File: src/rtl/mmh3_pkg.sv
// Package for the MurmurHash3 x86_32 hasher: mixing constants, queue entry
// type and sizes shared by the front, queue and back modules.
// Depends on nothing.
`default_nettype none

package mmh3_pkg;

    localparam logic [31:0] MIX_C1   = 32'hcc9e2d51;
    localparam logic [31:0] MIX_C2   = 32'h1b873593;
    localparam logic [31:0] FOLD_ADD = 32'he6546b64;
    localparam logic [31:0] FIN_M1   = 32'h85ebca6b;
    localparam logic [31:0] FIN_M2   = 32'hc2b2ae35;
    localparam logic [31:0] SEED     = 32'h00000000;

    localparam int FIFO_DEPTH = 4;
    localparam int FIFO_PTR_W = $clog2(FIFO_DEPTH);
    localparam int FIFO_CNT_W = $clog2(FIFO_DEPTH + 1);

    localparam int TAIL_CNT_W = 2;

    typedef enum logic [1:0] {
        KIND_FULL,
        KIND_FULL_LAST,
        KIND_TAIL,
        KIND_EMPTY
    } t_kind;

    typedef struct packed {
        logic [31:0]           k;
        t_kind                 kind;
        logic [TAIL_CNT_W-1:0] cnt;
    } t_blend;

    function automatic logic [31:0] tail_mask(input logic [TAIL_CNT_W-1:0] cnt);
        logic [31:0] m;
        begin
            unique case (cnt)
                2'd1:    m = 32'h000000ff;
                2'd2:    m = 32'h0000ffff;
                2'd3:    m = 32'h00ffffff;
                default: m = 32'hffffffff;
            endcase
            return m;
        end
    endfunction

endpackage

`default_nettype wire

File: src/rtl/mmh3_front.sv
// Front end of the hasher: accepts words, classifies them and runs the
// two-multiply blend in two registered stages. Depends on mmh3_pkg.
`default_nettype none

module mmh3_front import mmh3_pkg::*; (
    input  wire logic        i_clk,
    input  wire logic        i_rst_n,
    input  wire logic        i_valid,
    output logic             o_stall,
    input  wire logic [31:0] i_data_word,
    input  wire logic [2:0]  i_byte_count,
    input  wire logic        i_last,
    input  wire logic        i_full,
    output logic             o_push,
    output t_blend           o_push_data
);

    logic   r_s1_v;
    t_blend r_s1;
    logic   r_s2_v;
    t_blend r_s2;

    logic   s1_adv;
    logic   s2_adv;
    t_blend n_s1;
    t_blend n_s2;
    logic [31:0] masked;
    logic [31:0] rot15;

    assign s2_adv  = !r_s2_v || !i_full;
    assign s1_adv  = !r_s1_v || s2_adv;
    assign o_stall = !s1_adv;

    always_comb begin
        n_s1.cnt = i_byte_count[TAIL_CNT_W-1:0];
        priority if (!i_last) begin
            n_s1.kind = KIND_FULL;
        end else if (i_byte_count[2]) begin
            n_s1.kind = KIND_FULL_LAST;
        end else if (i_byte_count == 3'd0) begin
            n_s1.kind = KIND_EMPTY;
        end else begin
            n_s1.kind = KIND_TAIL;
        end
        masked = i_data_word;
        if (n_s1.kind == KIND_TAIL) begin
            masked = i_data_word & tail_mask(n_s1.cnt);
        end
        n_s1.k = masked * MIX_C1;
    end

    always_comb begin
        rot15  = {r_s1.k[16:0], r_s1.k[31:17]};
        n_s2   = r_s1;
        n_s2.k = rot15 * MIX_C2;
    end

    always_ff @(posedge i_clk) begin
        if (!i_rst_n) begin
            r_s1_v <= 1'b0;
            r_s2_v <= 1'b0;
        end else begin
            if (s1_adv) begin
                r_s1_v <= i_valid;
            end
            if (s2_adv) begin
                r_s2_v <= r_s1_v;
            end
        end
    end

    always_ff @(posedge i_clk) begin
        if (s1_adv) begin
            r_s1 <= n_s1;
        end
        if (s2_adv) begin
            r_s2 <= n_s2;
        end
    end

    assign o_push      = r_s2_v && !i_full;
    assign o_push_data = r_s2;

endmodule

`default_nettype wire

File: src/rtl/mmh3_fifo.sv
// Short queue of blended words between the front and back ends.
// Depends on mmh3_pkg for the entry type and depth.
`default_nettype none

module mmh3_fifo import mmh3_pkg::*; (
    input  wire logic   i_clk,
    input  wire logic   i_rst_n,
    input  wire logic   i_push,
    input  wire t_blend i_push_data,
    output logic        o_full,
    input  wire logic   i_pop,
    output logic        o_avail,
    output t_blend      o_pop_data
);

    t_blend                r_mem [FIFO_DEPTH];
    logic [FIFO_PTR_W-1:0] r_wr_ptr;
    logic [FIFO_PTR_W-1:0] r_rd_ptr;
    logic [FIFO_CNT_W-1:0] r_count;

    function automatic logic [FIFO_PTR_W-1:0] ptr_inc(input logic [FIFO_PTR_W-1:0] p);
        begin
            if (p == FIFO_PTR_W'(FIFO_DEPTH - 1)) begin
                return '0;
            end
            return p + FIFO_PTR_W'(1);
        end
    endfunction

    assign o_full     = r_count == FIFO_CNT_W'(FIFO_DEPTH);
    assign o_avail    = r_count != '0;
    assign o_pop_data = r_mem[r_rd_ptr];

    always_ff @(posedge i_clk) begin
        if (!i_rst_n) begin
            r_wr_ptr <= '0;
            r_rd_ptr <= '0;
            r_count  <= '0;
        end else begin
            if (i_push) begin
                r_wr_ptr <= ptr_inc(r_wr_ptr);
            end
            if (i_pop) begin
                r_rd_ptr <= ptr_inc(r_rd_ptr);
            end
            unique case ({i_push, i_pop})
                2'b10:   r_count <= r_count + FIFO_CNT_W'(1);
                2'b01:   r_count <= r_count - FIFO_CNT_W'(1);
                default: r_count <= r_count;
            endcase
        end
    end

    always_ff @(posedge i_clk) begin
        if (i_push) begin
            r_mem[r_wr_ptr] <= i_push_data;
        end
    end

endmodule

`default_nettype wire

File: src/rtl/mmh3_back.sv
// Back end of the hasher: folds blended words into the running hash, counts
// bytes, and runs the finalizer into the output register. Depends on mmh3_pkg.
`default_nettype none

module mmh3_back import mmh3_pkg::*; (
    input  wire logic        i_clk,
    input  wire logic        i_rst_n,
    input  wire logic        i_avail,
    input  wire t_blend      i_entry,
    output logic             o_pop,
    output logic             o_valid,
    input  wire logic        i_stall,
    output logic [31:0]      o_hash_value
);

    typedef enum logic [1:0] {
        ST_RUN,
        ST_FIN1,
        ST_FIN2,
        ST_FIN3
    } t_state;

    t_state      r_state;
    logic [31:0] r_hash;
    logic [31:0] r_total;
    logic [31:0] r_f;
    logic        r_out_v;
    logic [31:0] r_out;

    logic [31:0] n_fold;
    logic [31:0] n_total4;
    logic [31:0] n_total_tail;
    logic [31:0] hx;
    logic [31:0] hr;
    logic [31:0] f1x;
    logic [31:0] f2x;
    logic        out_free;

    always_comb begin
        hx           = r_hash ^ i_entry.k;
        hr           = {hx[18:0], hx[31:19]};
        n_fold       = hr + {hr[29:0], 2'b00} + FOLD_ADD;
        n_total4     = r_total + 32'd4;
        n_total_tail = r_total + {{(32 - TAIL_CNT_W){1'b0}}, i_entry.cnt};
        f1x          = r_f ^ {16'd0, r_f[31:16]};
        f2x          = r_f ^ {13'd0, r_f[31:13]};
    end

    assign o_pop    = (r_state == ST_RUN) && i_avail;
    assign out_free = !r_out_v || !i_stall;

    always_ff @(posedge i_clk) begin
        if (!i_rst_n) begin
            r_state <= ST_RUN;
            r_hash  <= SEED;
            r_total <= '0;
            r_out_v <= 1'b0;
        end else begin
            if (r_state == ST_FIN3 && out_free) begin
                r_out_v <= 1'b1;
            end else if (!i_stall) begin
                r_out_v <= 1'b0;
            end
            unique case (r_state)
                ST_RUN: begin
                    if (i_avail) begin
                        unique case (i_entry.kind)
                            KIND_FULL: begin
                                r_hash  <= n_fold;
                                r_total <= n_total4;
                            end
                            KIND_FULL_LAST: begin
                                r_f     <= n_fold ^ n_total4;
                                r_hash  <= SEED;
                                r_total <= '0;
                                r_state <= ST_FIN1;
                            end
                            KIND_TAIL: begin
                                r_f     <= hx ^ n_total_tail;
                                r_hash  <= SEED;
                                r_total <= '0;
                                r_state <= ST_FIN1;
                            end
                            default: begin
                                r_f     <= r_hash ^ r_total;
                                r_hash  <= SEED;
                                r_total <= '0;
                                r_state <= ST_FIN1;
                            end
                        endcase
                    end
                end
                ST_FIN1: begin
                    r_f     <= f1x * FIN_M1;
                    r_state <= ST_FIN2;
                end
                ST_FIN2: begin
                    r_f     <= f2x * FIN_M2;
                    r_state <= ST_FIN3;
                end
                default: begin
                    if (out_free) begin
                        r_out   <= f1x;
                        r_state <= ST_RUN;
                    end
                end
            endcase
        end
    end

    assign o_valid      = r_out_v;
    assign o_hash_value = r_out;

    a_no_pop_while_finishing: assert property (@(posedge i_clk) disable iff (!i_rst_n)
        (r_state != ST_RUN) |-> !o_pop)
        else $error("queue popped while the finalizer is busy");

    a_end_enters_finalizer: assert property (@(posedge i_clk) disable iff (!i_rst_n)
        (o_pop && i_entry.kind != KIND_FULL) |=> (r_state == ST_FIN1))
        else $error("message end did not start the finalizer");

    a_end_clears_state: assert property (@(posedge i_clk) disable iff (!i_rst_n)
        (o_pop && i_entry.kind != KIND_FULL) |=> (r_hash == SEED && r_total == '0))
        else $error("running hash or length not cleared after a message");

    a_result_only_from_fin3: assert property (@(posedge i_clk) disable iff (!i_rst_n)
        $rose(r_out_v) |-> ($past(r_state) == ST_FIN3 && r_state == ST_RUN))
        else $error("result appeared outside the final finalizer step");

endmodule

`default_nettype wire

File: src/rtl/murmur3_32_hash.sv
// Throughput: one word per cycle inside a message while the queue is not full,
// set by the blend pipeline and the fold; each message end keeps the back end
// from popping while the finalizer runs through ST_FIN1, ST_FIN2 and ST_FIN3,
// longer if the output is stalled.
// Reset is synchronous and active low; it empties the pipeline and queue and
// clears the running hash and length. Depends on mmh3_pkg, front, fifo, back.
`default_nettype none

module murmur3_32_hash import mmh3_pkg::*; (
    input  wire logic        i_clk,
    input  wire logic        i_rst_n,
    input  wire logic        i_valid,
    output logic             o_stall,
    input  wire logic [31:0] i_data_word,
    input  wire logic [2:0]  i_byte_count,
    input  wire logic        i_last,
    output logic             o_valid,
    input  wire logic        i_stall,
    output logic [31:0]      o_hash_value
);

    logic   push;
    t_blend push_data;
    logic   full;
    logic   pop;
    logic   avail;
    t_blend pop_data;

    mmh3_front u_front (
        .i_clk        (i_clk),
        .i_rst_n      (i_rst_n),
        .i_valid      (i_valid),
        .o_stall      (o_stall),
        .i_data_word  (i_data_word),
        .i_byte_count (i_byte_count),
        .i_last       (i_last),
        .i_full       (full),
        .o_push       (push),
        .o_push_data  (push_data)
    );

    mmh3_fifo u_fifo (
        .i_clk       (i_clk),
        .i_rst_n     (i_rst_n),
        .i_push      (push),
        .i_push_data (push_data),
        .o_full      (full),
        .i_pop       (pop),
        .o_avail     (avail),
        .o_pop_data  (pop_data)
    );

    mmh3_back u_back (
        .i_clk        (i_clk),
        .i_rst_n      (i_rst_n),
        .i_avail      (avail),
        .i_entry      (pop_data),
        .o_pop        (pop),
        .o_valid      (o_valid),
        .i_stall      (i_stall),
        .o_hash_value (o_hash_value)
    );

endmodule

`default_nettype wire

File: config.mk
export PLATFORM = sky130hd
export DESIGN_NAME = murmur3_32_hash
export DESIGN_NICKNAME = d
export VERILOG_FILES = /design/src/rtl/mmh3_pkg.sv /design/src/rtl/mmh3_front.sv /design/src/rtl/mmh3_fifo.sv /design/src/rtl/mmh3_back.sv /design/src/rtl/murmur3_32_hash.sv
export SDC_FILE = /design/constraint.sdc
export NUM_CORES = 2
export LEC_CHECK = 0
export BUFFER_PORTS_ARGS = -buffer_cell sky130_fd_sc_hd__buf_2
export CORE_ASPECT_RATIO = 2
export CORE_MARGIN = 10
export CORE_UTILIZATION = 50
export CTS_CLUSTER_DIAMETER = 120
export DETAILED_ROUTE_END_ITERATION = 8
export PLACE_DENSITY = 0.78
export REMOVE_ABC_BUFFERS = 1
export SKIP_CTS_REPAIR_TIMING = 1
export SYNTH_ARGS = -nofsm -noshare
export SYNTH_HDL_FRONTEND = slang
export SYNTH_HIERARCHICAL = 1
export SYNTH_SLANG_ARGS = --single-unit
File: constraint.sdc
create_clock -name i_clk -period 16.3 [get_ports i_clk]
set_clock_uncertainty 0.15 [all_clocks]
set_input_delay 3.26 -clock i_clk [delete_from_list [all_inputs] [get_ports i_clk]]
set_output_delay 3.26 -clock i_clk [all_outputs]
set_load 0.03 [all_outputs]
==> metrics.md <==
| Metric | Value |
|---|---|
| DR vias/cell | 5.65 |
| Final core utilization | 53.6% |
| Inst Count DP | 6387 |
| Layout Cells excl Fill | 6466 |
| Final worst-path cycle share | 62.9% |
| DRT Pass-1 Iters | 6 |
| WP data arrival | 10.49 ns |
| Worst EP required | 16.54 ns |
| Yosys warning count | 6 |
| Max stage delay cell, worst path | fa_1 |
| Rel. slew slack | -11.3% |
| Number of global-route vias before repair | 41012 |
| First DRT Iteration DRCs | 2067 |
| Dominant synthesized flop cell | edfxtp_1 |
| Clk buf depth | 3 |
| Worst r2r src | u_back/r_f[22] |
| Tmin final | 10.25 ns |
| Share of the synthesized area in the top cell type | 28.0% |
| Site Rows | 167 |
| Total Neg Setup Slack | 0 ns |
| P&R area growth vs syn | 6.72% |
| GRT Total Usage | 29.5% |
| Core ar. | 103000 um2 |
| Synth Instances | 4997 |
| Clock sink total | 356 |
| Crit path launch type | input pin |
| Starting Density | 50.2% |
| HP Start | u_front/n_s2[2] |
| ANT nets after route | 0 |
| Layout cells sized above 1 | 5.66% |
| Final setup fails | 0 |
| Most numerous cell on the critical path | fa_1 |
| Die W | 248 um |
| Worst reg-to-reg path cell count | 27 |
| R2R Setup Slk | 7.42 ns |
| Largest cells by area after synthesis | fa_1 (28%), ha_1 (19%), edfxtp_1 (16%), inv_1 (10%), xnor2_1 (4.7%) |
| Max FO, Critical Path | 8 |
| Max Slew Vio Count | 2 |
| RSZ-0062 raised after global routing | no |
| Sequential fraction of the synthesis area | 19.2% |
| Root buffer cell | clkbuf_16 |
| Worst Hold Class | flip-flop to flip-flop |
| Leading area contributor after synthesis | fa_1 |
| Global-route wire length before repair | 250 mm |
| RD Place Congestion | 1.03 |
| Final #Nets | 6651 |
| Die height | 475 um |
| Synthesized area | 51800 um2 |
| DIE AREA | 118000 um2 |
| Violated checks | max-capacitance violations, max-slew violations |
| F_max | 97.5 MHz |
| CP bufs+invs | 5 |
| Critical-path cell list | buf_2 > inv_1 > ha_1 > nand4bb_1 > nand2_1 > inv_1 > ha_1 > fa_1 > inv_1 > fa_1 > inv_1 > fa_1 > fa_1 > fa_1 > fa_1 > ha_1 > ha_1 > and3_1 > and2_1 > nor2b_1 > nand3_1 > o21ai_1 > nand3_1 > o311ai_0 |
| Grt ovf | 0 |
| Yosys reg bits | 356 |
| WL/cell | 26.0 um |
| Run status | finished with violations |
| Max stage delay on crit path | 0.57 ns |
| Leading cell type in the layout, fill and taps excluded | inv_1 |
| H-tree depth | 2 |
| Most frequent cells in the layout | inv_1 (1378), ha_1 (806), fa_1 (726) |
| Total CTS buffers | 38 |
| Initial antenna violation count | 8 |
| Tightest Pin Transition | 1.67 ns |
| Yosys cell types | 104 |
| Post-DP HPWL | 142 mm |
| Worst skew pair latency | 0.61 ns |
| Endpoints failing hold | 0 |
| PortBufs | 73 |
| I/O pin total | 74 |
| Area of the multi-input gates | 36400 um2 |
| R2r endpoint | u_back/r_f[30] |
| Hold path cells | 0 |
| Crit path kind | input pin to flip-flop |
| Syn Area/Cell | 10.4 um2 |
| Post-synth EDFFs | 280 |
| Via count | 36505 |
| CTS tree | yes |
| Sequential cell area | 9930 um2 |
| Delay-heaviest family, CP | adder cells |
| MaxCap Viol Count | 1 |
| DRC Markers | 0 |
| Clk slew on worst S/H paths | 0.07 ns |
| End of the worst hold path | u_front/o_push_data[2] |
| Fillers | 9034 |
| Routed WL | 168 mm |
| Crit path capture type | flip-flop |
| Fraction of registers with async set/reset | 0% |
| Largest net degree at the start of global routing | 77 |
-- kinds of logic (layout without fill, tap and decap cells) --
family | Yosys count | count (layout) | synth area share (%)
adder cells (fa/ha/maj) | 1532 | 1532 | 47.5
buffers and inverters | 1467 | 1578 | 10.8
AO/OA/AOI/OAI | 609 | 609 | 7.96
AND/OR/NAND/NOR | 579 | 579 | 5.73
XOR/XNOR | 408 | 408 | 7.02
flip-flops | 356 | 356 | 19.2
multiplexers | 46 | 46 | 1.80
other | 0 | 6 | 0
-- registers in the layout, indices dropped and copies added, names as in the netlist, 4 cells and up, named ones only --
register             flops
u_front/n_s2             4
u_back/r_total          30
u_front/r_s1            32
u_back/r_hash           32
u_fifo/r_mem           144
u_front/o_push_data     36
u_back/o_hash_value     32
u_back/r_f              32
-- how the worst max path moves through the flow --
stage                               start          endpoint  cells after the start
final                     i_byte_count[0]  u_front/r_s1[34]                     24
after global routing      i_byte_count[0]  u_front/r_s1[34]                     24
after CTS                 i_byte_count[0]  u_front/r_s1[34]                     24
after detailed placement  i_byte_count[0]  u_front/r_s1[34]                     24
after global placement    i_byte_count[0]  u_front/r_s1[34]                     24
after floorplan           i_byte_count[0]  u_front/r_s1[33]                     24
-- through the flow --
stage | instance area, um2 | setup WS, ns | hold slack (ns)
after floorplan | 51400 | 6.63 | 0.250
after global placement | 53900 | 5.61 | 0.260
after detailed placement | 53900 | 5.47 | 0.265
after CTS | 55200 | 6.08 | 0.291
after global routing | 55300 | 5.75 | 0.284
final | 55300 | 6.05 | 0.278
-- routing by layer --
layer  track usage, %  vias to the layer above  part of all wire [%]
li1                 -                    16117                     -
met1             22.5                    18025                    27
met2             54.6                     1465                    54
met3             5.92                      892                   4.5
met4             35.9                        6                    15
met5                0                        -                 0.028
-- Yosys cell counts (51+ instances only) --
master / n
dfxtp_1: 76
nor2b_1: 66
inv_1: 1378
clkbuf_1: 58
fa_1: 726
o21ai_0: 108
xnor2_1: 280
ha_1: 806
nand2_1: 158
xor2_1: 122
nand3_1: 56
edfxtp_1: 280
a21o_1: 67
nor3_1: 51
nor2_1: 102
a21oi_1: 154
-- cell type report --
cell class,instances,area share (%)
Multi-Input combinational cell,3174,65.8
Sequential cell,356,18.0
Inverter,1381,9.37
Tap cell,1352,3.06
Clock buffer,47,1.84
Timing Repair Buffer,128,1.46
Clock inverter,22,0.527
Antenna cell,6,0.0272
Power is left out: the tool's default activity adds up to more than one toggle a clock period on the data nets, which glitch-free logic cannot reach.
